**src/rtl/mspid_pkg.sv**
```systemverilog
package mspid_pkg;

	// structural constants
	localparam int HISTORY_DEPTH = 5;
	localparam int SPEED_BITS    = 16;

	// fixed field widths
	localparam int SAMPLE_W  = 16;
	localparam int GAIN_W    = 16;
	localparam int TARGET_W  = 16;
	localparam int LIMIT_W   = 16;
	localparam int PWM_W     = 16;
	localparam int DUTY_W    = 17;
	localparam int SMOOTH_W  = 26;
	localparam int CFG_IDX_W = 3;

	// derived datapath widths
	localparam int HIST_IDX_W = $clog2(HISTORY_DEPTH);
	localparam int SUM_W      = SPEED_BITS + HIST_IDX_W + 1;
	localparam int WIDE_W     = (SPEED_BITS > TARGET_W) ? SPEED_BITS : TARGET_W;
	localparam int ERR_W      = WIDE_W + HIST_IDX_W + 2;
	localparam int TERM_W     = ERR_W + 2;
	localparam int ACC_W      = TERM_W + GAIN_W + 3;
	localparam int CNT_W      = $clog2(ACC_W);
	localparam int GAIN_IDX_W = $clog2(GAIN_W);

	// divide-by-ten digit recurrence
	localparam int REM_W = 5;
	localparam logic [REM_W-1:0] DIVISOR = REM_W'(10);

	// Q.8 saturation of the smoothed duty
	localparam int SAT_W = 24;
	localparam logic [ACC_W-1:0] SAT_Q8 = ACC_W'(65535 * 256);

	localparam logic signed [ERR_W-1:0] DEPTH_E = ERR_W'(HISTORY_DEPTH);

	// register reset values
	localparam logic [GAIN_W-1:0]          GAIN_P_RST  = 16'd5248;
	localparam logic [GAIN_W-1:0]          GAIN_I_RST  = 16'd0;
	localparam logic [GAIN_W-1:0]          GAIN_D_RST  = 16'd1280;
	localparam logic signed [TARGET_W-1:0] TGT_STR_RST = 16'sd60;
	localparam logic signed [TARGET_W-1:0] TGT_TRN_RST = 16'sd59;
	localparam logic [LIMIT_W-1:0]         LIM_STR_RST = 16'd3800;
	localparam logic [LIMIT_W-1:0]         LIM_TRN_RST = 16'd3750;
	localparam logic signed [TARGET_W-1:0] TARGET_RST  = 16'sd90;

	typedef enum logic [CFG_IDX_W-1:0] {
		CFG_GAIN_P          = 3'd0,
		CFG_GAIN_I          = 3'd1,
		CFG_GAIN_D          = 3'd2,
		CFG_TARGET_STRAIGHT = 3'd3,
		CFG_TARGET_TURN     = 3'd4,
		CFG_LIMIT_STRAIGHT  = 3'd5,
		CFG_LIMIT_TURN      = 3'd6
	} cfg_idx_t;

	typedef enum logic [2:0] {
		ST_IDLE,
		ST_LOAD,
		ST_MUL,
		ST_SUM,
		ST_ABS,
		ST_DIV,
		ST_DONE
	} state_t;

	// sample field taken as SPEED_BITS signed (zero-filled above the field)
	function automatic logic signed [SPEED_BITS-1:0] speed_ext(input logic [SAMPLE_W-1:0] v);
		logic [SAMPLE_W+SPEED_BITS-1:0] w;
		w = {{SPEED_BITS{1'b0}}, v};
		return w[SPEED_BITS-1:0];
	endfunction

endpackage

```
**src/rtl/mspid_if.sv**
```systemverilog
interface mspid_sample_if import mspid_pkg::*; ();
	logic                       valid;
	logic                       ready;
	logic signed [SAMPLE_W-1:0] speed_sample;
	logic                       stop_request;
	logic                       turning;

	modport source(output valid, speed_sample, stop_request, turning, input ready);
	modport sink(input valid, speed_sample, stop_request, turning, output ready);
endinterface

interface mspid_result_if import mspid_pkg::*; ();
	logic                     valid;
	logic                     ready;
	logic signed [DUTY_W-1:0] duty_value;
	logic [PWM_W-1:0]         pwm_forward;
	logic [PWM_W-1:0]         pwm_reverse;
	logic                     pwm_update;

	modport source(output valid, duty_value, pwm_forward, pwm_reverse, pwm_update,
		input ready);
	modport sink(input valid, duty_value, pwm_forward, pwm_reverse, pwm_update,
		output ready);
endinterface

interface mspid_cfg_if import mspid_pkg::*; ();
	logic                 valid;
	logic                 ready;
	logic [CFG_IDX_W-1:0] index;
	logic [GAIN_W-1:0]    data;

	modport source(output valid, index, data, input ready);
	modport sink(input valid, index, data, output ready);
endinterface

```
**src/rtl/motor_speed_pid_smoothed_pwm.sv**
```systemverilog
// Requests are handled one at a time; the 16-step gain multiply and the
//   42-step divide-by-ten recurrence share one accumulator and run back to back.
// A new request is taken while the previous result still waits on the output.
// Reset (arst_n low, async): registers to defaults, histories and duty to 0,
//   target to 90, sequencer idle, no result pending.
module motor_speed_pid_smoothed_pwm import mspid_pkg::*; (
	input logic            clk,
	input logic            arst_n,
	mspid_sample_if.sink   sample,
	mspid_cfg_if.sink      cfg,
	mspid_result_if.source result
);

	// configuration registers
	logic [GAIN_W-1:0]          gain_p_q, gain_i_q, gain_d_q;
	logic signed [TARGET_W-1:0] target_straight_q, target_turn_q;
	logic [LIMIT_W-1:0]         limit_straight_q, limit_turn_q;

	// controller state
	logic signed [SPEED_BITS-1:0] hist_q [HISTORY_DEPTH];
	logic signed [SUM_W-1:0]      sum_q;        // running sum of hist_q
	logic signed [TARGET_W-1:0]   target_q;
	logic signed [DUTY_W-1:0]     duty_q;
	logic signed [SMOOTH_W-1:0]   smooth_q [3]; // [0] oldest

	// sequencer
	state_t           state_q, state_d;
	logic [CNT_W-1:0] cnt_q;

	// per-request working registers
	logic signed [SPEED_BITS-1:0] s_q;
	logic                         stop_q, turn_q;
	logic signed [ERR_W-1:0]      ep_q, ei_q, ed_q;
	logic signed [ACC_W-1:0]      base_q;  // h0 + 2h1 + 3h2 + 1024*duty
	logic signed [ACC_W-1:0]      acc_q;   // product sum, then |total|, then quotient
	logic [REM_W-1:0]             rem_q;
	logic                         neg_q;

	// result register
	logic                     out_valid_q;
	logic signed [DUTY_W-1:0] out_duty_q;
	logic [PWM_W-1:0]         out_fwd_q, out_rev_q;
	logic                     out_upd_q;

	logic accept, out_free, finish;
	logic signed [SPEED_BITS-1:0] s_new;

	// multiply step
	logic [GAIN_IDX_W-1:0]    gbit;
	logic signed [TERM_W-1:0] term;

	// divide step
	logic [REM_W-1:0] trial;
	logic             q_bit;

	// final scaling, clamp and bridge split
	logic [SAT_W-1:0]           qs;
	logic signed [SMOOTH_W-1:0] smooth_mag, smooth_new;
	logic [PWM_W-1:0]           duty_mag, lim, clamp_mag;
	logic signed [DUTY_W-1:0]   duty_mag17, duty_new;
	logic [PWM_W-1:0]           fwd_new, rev_new;

	assign cfg.ready = 1'b1;
	assign s_new     = speed_ext(sample.speed_sample);
	assign accept    = sample.valid && sample.ready;
	assign out_free  = !out_valid_q || result.ready;
	assign finish    = (state_q == ST_DONE) && out_free;

	assign result.valid       = out_valid_q;
	assign result.duty_value  = out_duty_q;
	assign result.pwm_forward = out_fwd_q;
	assign result.pwm_reverse = out_rev_q;
	assign result.pwm_update  = out_upd_q;

	// ---------------------------------------------------------------- sequencer
	always_ff @(posedge clk or negedge arst_n) begin
		if (!arst_n) begin
			state_q <= ST_IDLE;
		end else begin
			state_q <= state_d;
		end
	end

	always_comb begin
		state_d      = state_q;
		sample.ready = (state_q == ST_IDLE);
		unique case (state_q)
			ST_IDLE: begin
				if (sample.valid) state_d = ST_LOAD;
			end
			ST_LOAD: state_d = ST_MUL;
			ST_MUL: begin
				if (cnt_q == '0) state_d = ST_SUM;
			end
			ST_SUM: state_d = ST_ABS;
			ST_ABS: state_d = ST_DIV;
			ST_DIV: begin
				if (cnt_q == '0) state_d = ST_DONE;
			end
			ST_DONE: begin
				if (out_free) state_d = ST_IDLE;
			end
			default: state_d = ST_IDLE;
		endcase
	end

	// step counter: gain bit index during multiply, quotient bit during divide
	always_ff @(posedge clk or negedge arst_n) begin
		if (!arst_n) begin
			cnt_q <= '0;
		end else begin
			priority case (state_q)
				ST_LOAD: cnt_q <= CNT_W'(GAIN_W - 1);
				ST_ABS:  cnt_q <= CNT_W'(ACC_W - 1);
				ST_MUL, ST_DIV: cnt_q <= cnt_q - CNT_W'(1);
				default: cnt_q <= cnt_q;
			endcase
		end
	end

	// ---------------------------------------------------------------- config
	always_ff @(posedge clk or negedge arst_n) begin
		if (!arst_n) begin
			gain_p_q          <= GAIN_P_RST;
			gain_i_q          <= GAIN_I_RST;
			gain_d_q          <= GAIN_D_RST;
			target_straight_q <= TGT_STR_RST;
			target_turn_q     <= TGT_TRN_RST;
			limit_straight_q  <= LIM_STR_RST;
			limit_turn_q      <= LIM_TRN_RST;
		end else if (cfg.valid) begin
			unique case (cfg.index)
				CFG_GAIN_P:          gain_p_q          <= cfg.data;
				CFG_GAIN_I:          gain_i_q          <= cfg.data;
				CFG_GAIN_D:          gain_d_q          <= cfg.data;
				CFG_TARGET_STRAIGHT: target_straight_q <= signed'(cfg.data);
				CFG_TARGET_TURN:     target_turn_q     <= signed'(cfg.data);
				CFG_LIMIT_STRAIGHT:  limit_straight_q  <= cfg.data;
				CFG_LIMIT_TURN:      limit_turn_q      <= cfg.data;
				default: ; // index outside the register list: dropped
			endcase
		end
	end

	// ---------------------------------------------------------------- controller state
	// Speed history, and target unless stop is requested, move on request; smoothed history and duty on finish.
	always_ff @(posedge clk or negedge arst_n) begin
		if (!arst_n) begin
			for (int i = 0; i < HISTORY_DEPTH; i++) hist_q[i] <= '0;
			for (int i = 0; i < 3; i++) smooth_q[i] <= '0;
			sum_q    <= '0;
			target_q <= TARGET_RST;
			duty_q   <= '0;
		end else begin
			if (accept) begin
				for (int i = 0; i < HISTORY_DEPTH - 1; i++) hist_q[i] <= hist_q[i+1];
				hist_q[HISTORY_DEPTH-1] <= s_new;
				sum_q <= sum_q + SUM_W'(s_new) - SUM_W'(hist_q[0]);
				if (!sample.stop_request) begin
					target_q <= sample.turning ? target_turn_q : target_straight_q;
				end
			end
			if (finish) begin
				smooth_q[0] <= smooth_q[1];
				smooth_q[1] <= smooth_q[2];
				smooth_q[2] <= smooth_new;
				duty_q      <= duty_new;
			end
		end
	end

	// ---------------------------------------------------------------- datapath
	// MSB-first shift-add over the gain bits: all three PID terms in one pass.
	always_comb begin
		gbit = cnt_q[GAIN_IDX_W-1:0];
		term = (gain_p_q[gbit] ? TERM_W'(ep_q) : '0)
		     + (gain_i_q[gbit] ? TERM_W'(ei_q) : '0)
		     + (gain_d_q[gbit] ? TERM_W'(ed_q) : '0);
	end

	// restoring divide by ten, one quotient bit per step
	always_comb begin
		trial = {rem_q[REM_W-2:0], acc_q[ACC_W-1]};
		q_bit = (trial >= DIVISOR);
	end

	always_ff @(posedge clk) begin
		if (accept) begin
			s_q    <= s_new;
			stop_q <= sample.stop_request;
			turn_q <= sample.turning;
		end
		unique case (state_q)
			ST_LOAD: begin
				ep_q   <= ERR_W'(target_q) - ERR_W'(s_q);
				ei_q   <= ERR_W'(target_q) * DEPTH_E - ERR_W'(sum_q);
				ed_q   <= ERR_W'(hist_q[HISTORY_DEPTH-2]) - ERR_W'(s_q);
				base_q <= ACC_W'(smooth_q[0]) + (ACC_W'(smooth_q[1]) <<< 1);
				acc_q  <= '0;
			end
			ST_MUL: begin
				acc_q <= (acc_q <<< 1) + ACC_W'(term);
				// rest of the blend base, spread over the first multiply steps
				if (cnt_q == CNT_W'(GAIN_W - 1)) begin
					base_q <= base_q + (ACC_W'(smooth_q[2]) <<< 1);
				end else if (cnt_q == CNT_W'(GAIN_W - 2)) begin
					base_q <= base_q + ACC_W'(smooth_q[2]);
				end else if (cnt_q == CNT_W'(GAIN_W - 3)) begin
					base_q <= base_q + (ACC_W'(duty_q) <<< 10);
				end
			end
			ST_SUM: acc_q <= (acc_q <<< 2) + base_q;
			ST_ABS: begin
				neg_q <= acc_q[ACC_W-1];
				acc_q <= acc_q[ACC_W-1] ? -acc_q : acc_q;
				rem_q <= '0;
			end
			ST_DIV: begin
				rem_q <= q_bit ? trial - DIVISOR : trial;
				acc_q <= {acc_q[ACC_W-2:0], q_bit};
			end
			default: ;
		endcase
	end

	// saturate, drop the fraction, clamp unless stopped, split into bridge legs
	always_comb begin
		qs         = ($unsigned(acc_q) > SAT_Q8) ? SAT_Q8[SAT_W-1:0] : acc_q[SAT_W-1:0];
		smooth_mag = SMOOTH_W'(qs);
		smooth_new = neg_q ? -smooth_mag : smooth_mag;
		duty_mag   = qs[SAT_W-1:8];
		lim        = turn_q ? limit_turn_q : limit_straight_q;
		clamp_mag  = (!stop_q && (duty_mag > lim)) ? lim : duty_mag;
		duty_mag17 = DUTY_W'(clamp_mag);
		duty_new   = neg_q ? -duty_mag17 : duty_mag17;
		fwd_new    = (!stop_q && !neg_q) ? clamp_mag : '0;
		rev_new    = (!stop_q && neg_q) ? clamp_mag : '0;
	end

	// ---------------------------------------------------------------- result register
	always_ff @(posedge clk or negedge arst_n) begin
		if (!arst_n) begin
			out_valid_q <= 1'b0;
		end else if (finish) begin
			out_valid_q <= 1'b1;
		end else if (result.ready) begin
			out_valid_q <= 1'b0;
		end
	end

	always_ff @(posedge clk) begin
		if (finish) begin
			out_duty_q <= duty_new;
			out_fwd_q  <= fwd_new;
			out_rev_q  <= rev_new;
			out_upd_q  <= !stop_q;
		end
	end

endmodule

```
**src/flat_wrapper.sv**
```systemverilog
// flat-port wrapper written by rule: the top's interface ports become plain ports
module motor_speed_pid_smoothed_pwm_flat import mspid_pkg::*;
  (clk, arst_n, sample_valid, sample_speed_sample, sample_stop_request, sample_turning, sample_ready, cfg_valid, cfg_index, cfg_data, cfg_ready, result_valid, result_duty_value, result_pwm_forward, result_pwm_reverse, result_pwm_update, result_ready);
  mspid_sample_if sample_i ();
  mspid_cfg_if cfg_i ();
  mspid_result_if result_i ();
  input logic clk;
  input logic arst_n;
  input wire logic [$bits(sample_i.valid)-1:0] sample_valid;
  input wire logic [$bits(sample_i.speed_sample)-1:0] sample_speed_sample;
  input wire logic [$bits(sample_i.stop_request)-1:0] sample_stop_request;
  input wire logic [$bits(sample_i.turning)-1:0] sample_turning;
  output wire logic [$bits(sample_i.ready)-1:0] sample_ready;
  input wire logic [$bits(cfg_i.valid)-1:0] cfg_valid;
  input wire logic [$bits(cfg_i.index)-1:0] cfg_index;
  input wire logic [$bits(cfg_i.data)-1:0] cfg_data;
  output wire logic [$bits(cfg_i.ready)-1:0] cfg_ready;
  output wire logic [$bits(result_i.valid)-1:0] result_valid;
  output wire logic [$bits(result_i.duty_value)-1:0] result_duty_value;
  output wire logic [$bits(result_i.pwm_forward)-1:0] result_pwm_forward;
  output wire logic [$bits(result_i.pwm_reverse)-1:0] result_pwm_reverse;
  output wire logic [$bits(result_i.pwm_update)-1:0] result_pwm_update;
  input wire logic [$bits(result_i.ready)-1:0] result_ready;
  assign sample_i.valid = sample_valid;
  assign sample_i.speed_sample = sample_speed_sample;
  assign sample_i.stop_request = sample_stop_request;
  assign sample_i.turning = sample_turning;
  assign sample_ready = sample_i.ready;
  assign cfg_i.valid = cfg_valid;
  assign cfg_i.index = cfg_index;
  assign cfg_i.data = cfg_data;
  assign cfg_ready = cfg_i.ready;
  assign result_valid = result_i.valid;
  assign result_duty_value = result_i.duty_value;
  assign result_pwm_forward = result_i.pwm_forward;
  assign result_pwm_reverse = result_i.pwm_reverse;
  assign result_pwm_update = result_i.pwm_update;
  assign result_i.ready = result_ready;
  motor_speed_pid_smoothed_pwm u_core (.clk(clk), .arst_n(arst_n), .sample(sample_i), .cfg(cfg_i), .result(result_i));
endmodule
```
**config.mk**
```make
export PLATFORM = sky130hd
export DESIGN_NAME = motor_speed_pid_smoothed_pwm_flat
export DESIGN_NICKNAME = d
export VERILOG_FILES = /design/src/rtl/mspid_pkg.sv /design/src/rtl/mspid_if.sv /design/src/rtl/motor_speed_pid_smoothed_pwm.sv /design/src/flat_wrapper.sv
export SDC_FILE = /design/constraint.sdc
export NUM_CORES = 2
export LEC_CHECK = 0
export CORE_MARGIN = 1
export CORE_UTILIZATION = 50
export DETAILED_ROUTE_END_ITERATION = 10
export DONT_BUFFER_PORTS = 1
export SYNTH_ARGS = -nofsm -noshare
export SYNTH_HDL_FRONTEND = slang
export SYNTH_SLANG_ARGS = --single-unit
```
**constraint.sdc**
```tcl
create_clock -name clk -period 16.85 [get_ports clk]
set_input_delay 3.37 -clock clk [delete_from_list [all_inputs] [get_ports clk]]
set_output_delay 3.37 -clock clk [all_outputs]
set_load 0.05 [all_outputs]
```
Word-level counts from Yosys, hierarchy flattened
Index checks and enable logic that the tools add are counted.
Widths: inputs -> output; s select.
{ "classes": {"n_addsub": 18, "multipliers": 1, "div": 0, "n_lt_le_gt_ge": 4, "eq_ne": 21, "shifts": 0, "n_mux": 31, "bitwise_logic": 1, "n_reduce_logical": 29} }
{ "ops": {"columns": ["cell", "n"], "rows": [
  ["$pmux 42 s5", 1],
  ["$mux 42", 4],
  ["$add 42x27->42", 2],
  ["$pmux 42 s2", 1],
  ["$mux 23", 3],
  ["$mux 16", 3],
  ["$add 23x23->23", 2],
  ["$add 42x23->42", 1],
  ["$add 42x26->42", 1],
  ["$add 42x42->42", 1],
  ["$gt 42x24->1 const B", 1],
  ["$neg 42->42", 1],
  ["$sub 16x16->17", 2],
  ["$add 26x27->28", 1],
  ["$mux 26", 1],
  ["$neg 24->26", 1],
  ["$mux 24", 1],
  ["$pmux 3 s7", 1],
  ["$sub 20x20->21", 1],
  ["$add 20x16->20", 1],
  ["$mul 16x4->20 const B", 1],
  ["$reduce_and 2->1", 10],
  ["$sub 20x16->20", 1],
  ["$eq 3x3->1 const B", 6],
  ["other kinds (30)", 57]
]} }
{ "word_totals": {"ff_bits": 553, "latchBits": 0, "mem_bits_rw": 0, "romBits": 0, "input_bits": 42, "output_inout_bits": 53, "wordCells": 141, "n_memories": 0} }

Longest topological paths before layout
{ "depth": {"ltp_word": 7, "ltp_mapped": 31, "depth_no_buf": 28} }

Worst setup path after synthesis
No wires, ideal clock.
{ "synth_path": {"path_kind": "reg-to-reg", "startpoint": "reg u_core.cnt_q[0]", "endpoint": "reg u_core.acc_q[37], data pin", "setup_time_ns": 0.276, "arrival_time_ns": 7.888, "required_time_ns": 16.574, "slack_ns": 8.687, "path_stages_with_launch": 27, "n_path_buf": 3, "period_less_slack_ns": 8.163, "path_cell_list": "dfrtp_1 > clkbuf_1 > buf_1 > mux4_2 > mux4_2 > clkbuf_1 > nand2_1 > fa_1 > inv_1 > ha_1 > and3_1 > a221oi_1 > o22ai_1 > o41ai_1 > a2111oi_0 > or2_1 > nor2b_1 > o22ai_1 > ha_1 > a21o_1 > a21o_1 > a221oi_1 > a21oi_1 > o21ai_0 > a211oi_1 > o41ai_1 > o211ai_1"} }
{ "synth_between": {"elab_chain_cells": 7, "elab_cells_between_ends": 13, "classes_between": "add/sub (3); mux (10)"} }
{ "synth_lines": {"columns": ["element", "line_no", "source"], "rows": [
  ["start: declaration", "motor_speed_pid_smoothed_pwm.sv:28", "logic [CNT_W-1:0] cnt_q;"],
  ["start signal: assignment", "motor_speed_pid_smoothed_pwm.sv:113", "ST_LOAD: cnt_q <= CNT_W'(GAIN_W - 1);"],
  ["start signal: assignment", "motor_speed_pid_smoothed_pwm.sv:114", "ST_ABS: cnt_q <= CNT_W'(ACC_W - 1);"],
  ["start signal: assignment", "motor_speed_pid_smoothed_pwm.sv:115", "ST_MUL, ST_DIV: cnt_q <= cnt_q - CNT_W'(1);"],
  ["$bmux 1 s4 (on tied branches)", "motor_speed_pid_smoothed_pwm.sv:176, motor_speed_pid_smoothed_pwm.sv:177", null],
  ["$mux 1 (on tied branches)", "motor_speed_pid_smoothed_pwm.sv:176, motor_speed_pid_smoothed_pwm.sv:177", null],
  ["$mux 23 (on tied branches)", "motor_speed_pid_smoothed_pwm.sv:176, motor_speed_pid_smoothed_pwm.sv:177", null],
  ["$add 23x23->23", "motor_speed_pid_smoothed_pwm.sv:177", "+ (gain_i_q[gbit] ? TERM_W'(ei_q) : '0)"],
  ["$add 23x23->23 (*)", "motor_speed_pid_smoothed_pwm.sv:178", "+ (gain_d_q[gbit] ? TERM_W'(ed_q) : '0);"],
  ["$add 42x23->42 (*)", "motor_speed_pid_smoothed_pwm.sv:202", "acc_q <= (acc_q <<< 1) + ACC_W'(term);"],
  ["$pmux 42 s5 (*)", "motor_speed_pid_smoothed_pwm.sv:193", "unique case (state_q)"],
  ["end signal: assignment", "motor_speed_pid_smoothed_pwm.sv:202", null],
  ["end signal: assignment", "motor_speed_pid_smoothed_pwm.sv:212", "ST_SUM: acc_q <= (acc_q <<< 2) + base_q;"],
  ["end signal: assignment", "motor_speed_pid_smoothed_pwm.sv:215", "acc_q <= acc_q[ACC_W-1] ? -acc_q : acc_q;"],
  ["end: declaration", "motor_speed_pid_smoothed_pwm.sv:35", "logic signed [ACC_W-1:0] acc_q;"]
]} }
Every way passes the cells marked *; elsewhere a longest branch is shown, timed or not. The select of a mux whose other input is x is not followed.
A chain may end at the register's enable or synchronous reset.

Worst setup path in the final report
Ends and elaborated chain as after synthesis.

==> results by group <==
Global route
  – First-pass GRT wire length: between 150 and 200 mm
  – Initial antenna violation count: 0
  – GR Overflow Total: 0
  – Vias in the first global route: roughly 32k
  – Largest net degree at the start of global routing: approximately 330
  – Overall Global Routing Usage: about 28%

Clocking
  – H-tree levels: 3
  – Hold-fix buffers, CTS: 0
  – Post_cts resized: 0
  – Clk buf depth: 3
  – TritonCTS clock tree: yes
  – Clock transition at path regs: ~0.06 ns
  – Worst-skew pair later-pin latency: around 0.64 ns
  – Post-CTS setup buffers: 0
  – Clk sinks: roughly 550
  – Clock root buffer: clkbuf_16
  – CTS buffer count: 66

Setup path
  – FF-to-FF End: u_core.acc_q[37]
  – Worst path slowest cell: dfrtp_1
  – Worst r2r path cells: 26
  – Critical Path RT: around 17 ns
  – Crit Path Category: reg -> reg
  – Crit-path max cell delay: just under 1 ns
  – Reg2reg setup slack: roughly 8.5 ns
  – RR Startpoint: u_core.cnt_q[0]
  – Crit path max-delay family: compound AO/OA/AOI/OAI gates
  – CP Buf/Inv Count: 1
  – Crit path depth: 26
  – CP startpoint: u_core.cnt_q[0]
  – Nature of the critical path endpoint: register
  – CP max FO: 21
  – Most frequent CP cell: a21oi_1
  – Crit path DAT: ~8.7 ns
  – Critical Path End: u_core.acc_q[37]
  – Crit start category: register

Drt
  – DRC: 0
  – Vias: around 33k
  – Detail Route Antenna Nets: 0
  – Drt total wl: roughly 110 mm
  – DR vias/cell: between 5 and 6
  – Number of DRC markers in iteration 0: 2,535
  – Average wire per standard cell: between 20 and 25 µm
  – DRT Pass-1 Iters: 6

Layout
  – Diode count: 0
  – Share of layout cells above drive strength 1: 8.380%
  – Area grow syn2layout: 8.475%
  – Final nets: just under 5k
  – Area occupied by multi-input gates: between 0.02 and 0.025 mm²
  – Sequential Area: around 0.015 mm²
  – Fillers: around 7.3k
  – Finished Core Util: 55.07%

Floorplan
  – IO Pins: between 90 and 100
  – Area of the die: between 0.08 and 0.09 mm²
  – Die H: 288.7 µm
  – Core area: between 0.08 and 0.09 mm²
  – Number of core rows: roughly 100
  – Chip Width: slightly below 300 µm
  – Initial Util: 50.76%

Synthesis
  – Synth warn: 0
  – Synth top area cells: dfrtp_1, edfxtp_1, ha_1, nand2_1, xnor2_1
  – Syn_nets: about 5k
  – Count leader, synth: nand2_1
  – Post-synthesis sequential area ratio: ~36%
  – Number of enable flip-flop cells after synthesis: approximately 210
  – Synth unique cells: 88
  – Area leader, netlist: dfrtp_1
  – Dominant synthesized flop cell: dfrtp_1
  – FFs w/ async S/R, synth: approximately 61%
  – Synth cell count leaders: nand2_1, ha_1, inv_1
  – Avg Cell Area, Syn: around 9.1 µm²
  – Synth top area share: between 10% and 20%
  – Post-synthesis instance total: ~4.5k
  – Post-Syn Area: around 0.041 mm²
  – Synthesis-stage register bit count: around 550

Timing
  – Final hold vios: 0
  – Fin Setup TNS: 0 ns
  – Ratio of final minimum period to clock period: between 40% and 50%
  – Final Max Tran Viols: 259
  – Fmax: 120.1 MHz
  – Slew at the pin with the worst max-slew slack: roughly 2.0 ns
  – Max-slew headroom: -35.94%
  – RSZ-0062 raised after global routing: no
  – Final Skew: a little under 0.07 ns
  – Setup violations, final: 0
  – Shortest period the worst path allows: about 8.3 ns

Run
  – Max_cap viols: 0

Place
  – Gpl congestion: about 0.97
  – Port-buffer cells: 0
  – DP Wirelength: between 80 and 90 mm

Outcome
  – Failing checks: slew limit
  – Status: finished with violations

Worst hold path
  – Hold Path Class: reg -> reg
==> state kept, by name, summed over array words and instances, names as in the netlist, 17 cells and up <==
signal                    count
u_core.smooth_q              78
u_core.duty_q                17
u_core.result.duty_value     17
u_core.ei_q                  21
u_core.ep_q                  17
u_core.base_q                42
u_core.sum_q                 20
u_core.ed_q                  17
u_core.hist_q                80
u_core.acc_q                 42
==> routing by layer <==
metal	wire (µm)	global-route usage, %	vias up	part of all wire (%)
met5	0	0	-	0
met4	3742	9.092	0	3.3
met3	5967	3.594	177	5.2
met2	54360	45.85	869	47
met1	50830	37.13	15862	44
li1	-	-	16009	-
==> worst register-to-register path, stage by stage (launching register included) <==
cell and delay [ns]:
dfrtp_1 0.97, mux4_2 0.60, mux4_2 0.71, nand2_1 0.20, fa_1 0.18, inv_1 0.04, ha_1 0.21, fa_1 0.42
a21o_1 0.19, a21oi_1 0.24, o21bai_1 0.09, a21oi_1 0.25, o21ai_0 0.24, a41oi_1 0.33, a21oi_1 0.12, a311o_1 0.36
a21oi_1 0.17, xnor2_1 0.18, ha_1 0.31, a2111oi_0 0.47, o21ai_0 0.21, a221oi_1 0.32, a21oi_1 0.23, o21ai_0 0.35
a211oi_1 0.13, o41ai_1 0.39, o211ai_1 0.13
==> worst min path at each step <==
stage / from / endpoint / slack [ns] / cells past startpoint
floorplan: u_core.hist_q[2] / u_core.hist_q[18] / 0.44 / 2
global placement: u_core.hist_q[45] / u_core.hist_q[61] / 0.45 / 2
detailed placement: u_core.hist_q[8] / u_core.hist_q[24] / 0.45 / 2
CTS: u_core.hist_q[46] / u_core.hist_q[62] / 0.44 / 2
global route: u_core.hist_q[46] / u_core.hist_q[62] / 0.48 / 2
finish: u_core.hist_q[46] / u_core.hist_q[62] / 0.44 / 2
==> kinds of logic after synthesis <==
group / Yosys count / synth area share, %
AO/OA/AOI/OAI: 1158 / 18.06
XOR/XNOR: 301 / 6.450
adder cells (fa/ha/maj): 430 / 14.34
buffers and inverters: 501 / 4.595
flip-flops: 545 / 35.87
multiplexers: 195 / 5.622
other: 1 / 0.009127
AND/OR/NAND/NOR: 1389 / 15.06
==> layout by cell type, fill, tap and decap left out, types with 193 or more instances in the layout <==
cell type,synthesis,routed
nand2_1,713,711
ha_1,362,362
inv_1,334,331
o21ai_0,305,305
dfrtp_1,301,301
a21oi_1,272,272
nor2_1,274,270
edfxtp_1,212,212
xnor2_1,193,193
==> per-stage QoR <==
step	worst slack, ns	cells	cell area [µm²]	hold WS (ns)
2_1_floorplan	8.687	4520	41090	0.4386
3_3_place_gp	8.656	5451	42150	0.4451
3_5_place_dp	8.502	5451	42150	0.4490
4_1_cts	8.441	5571	44570	0.4431
5_1_grt	7.858	5571	44570	0.4786
6_report	8.526	5571	44570	0.4394
==> cell type report <==
type | count | area share, %
flip-flops and latches | 545 | 33.07
repair buffers | 37 | 0.6232
inverters | 335 | 2.830
clock buffers | 83 | 4.113
multi-input cells | 3474 | 55.07
clock inverters | 37 | 1.322
well taps | 1060 | 2.976
Power is not shown: default switching activity piles up to over one toggle a cycle in this logic, so the estimate is an artifact.
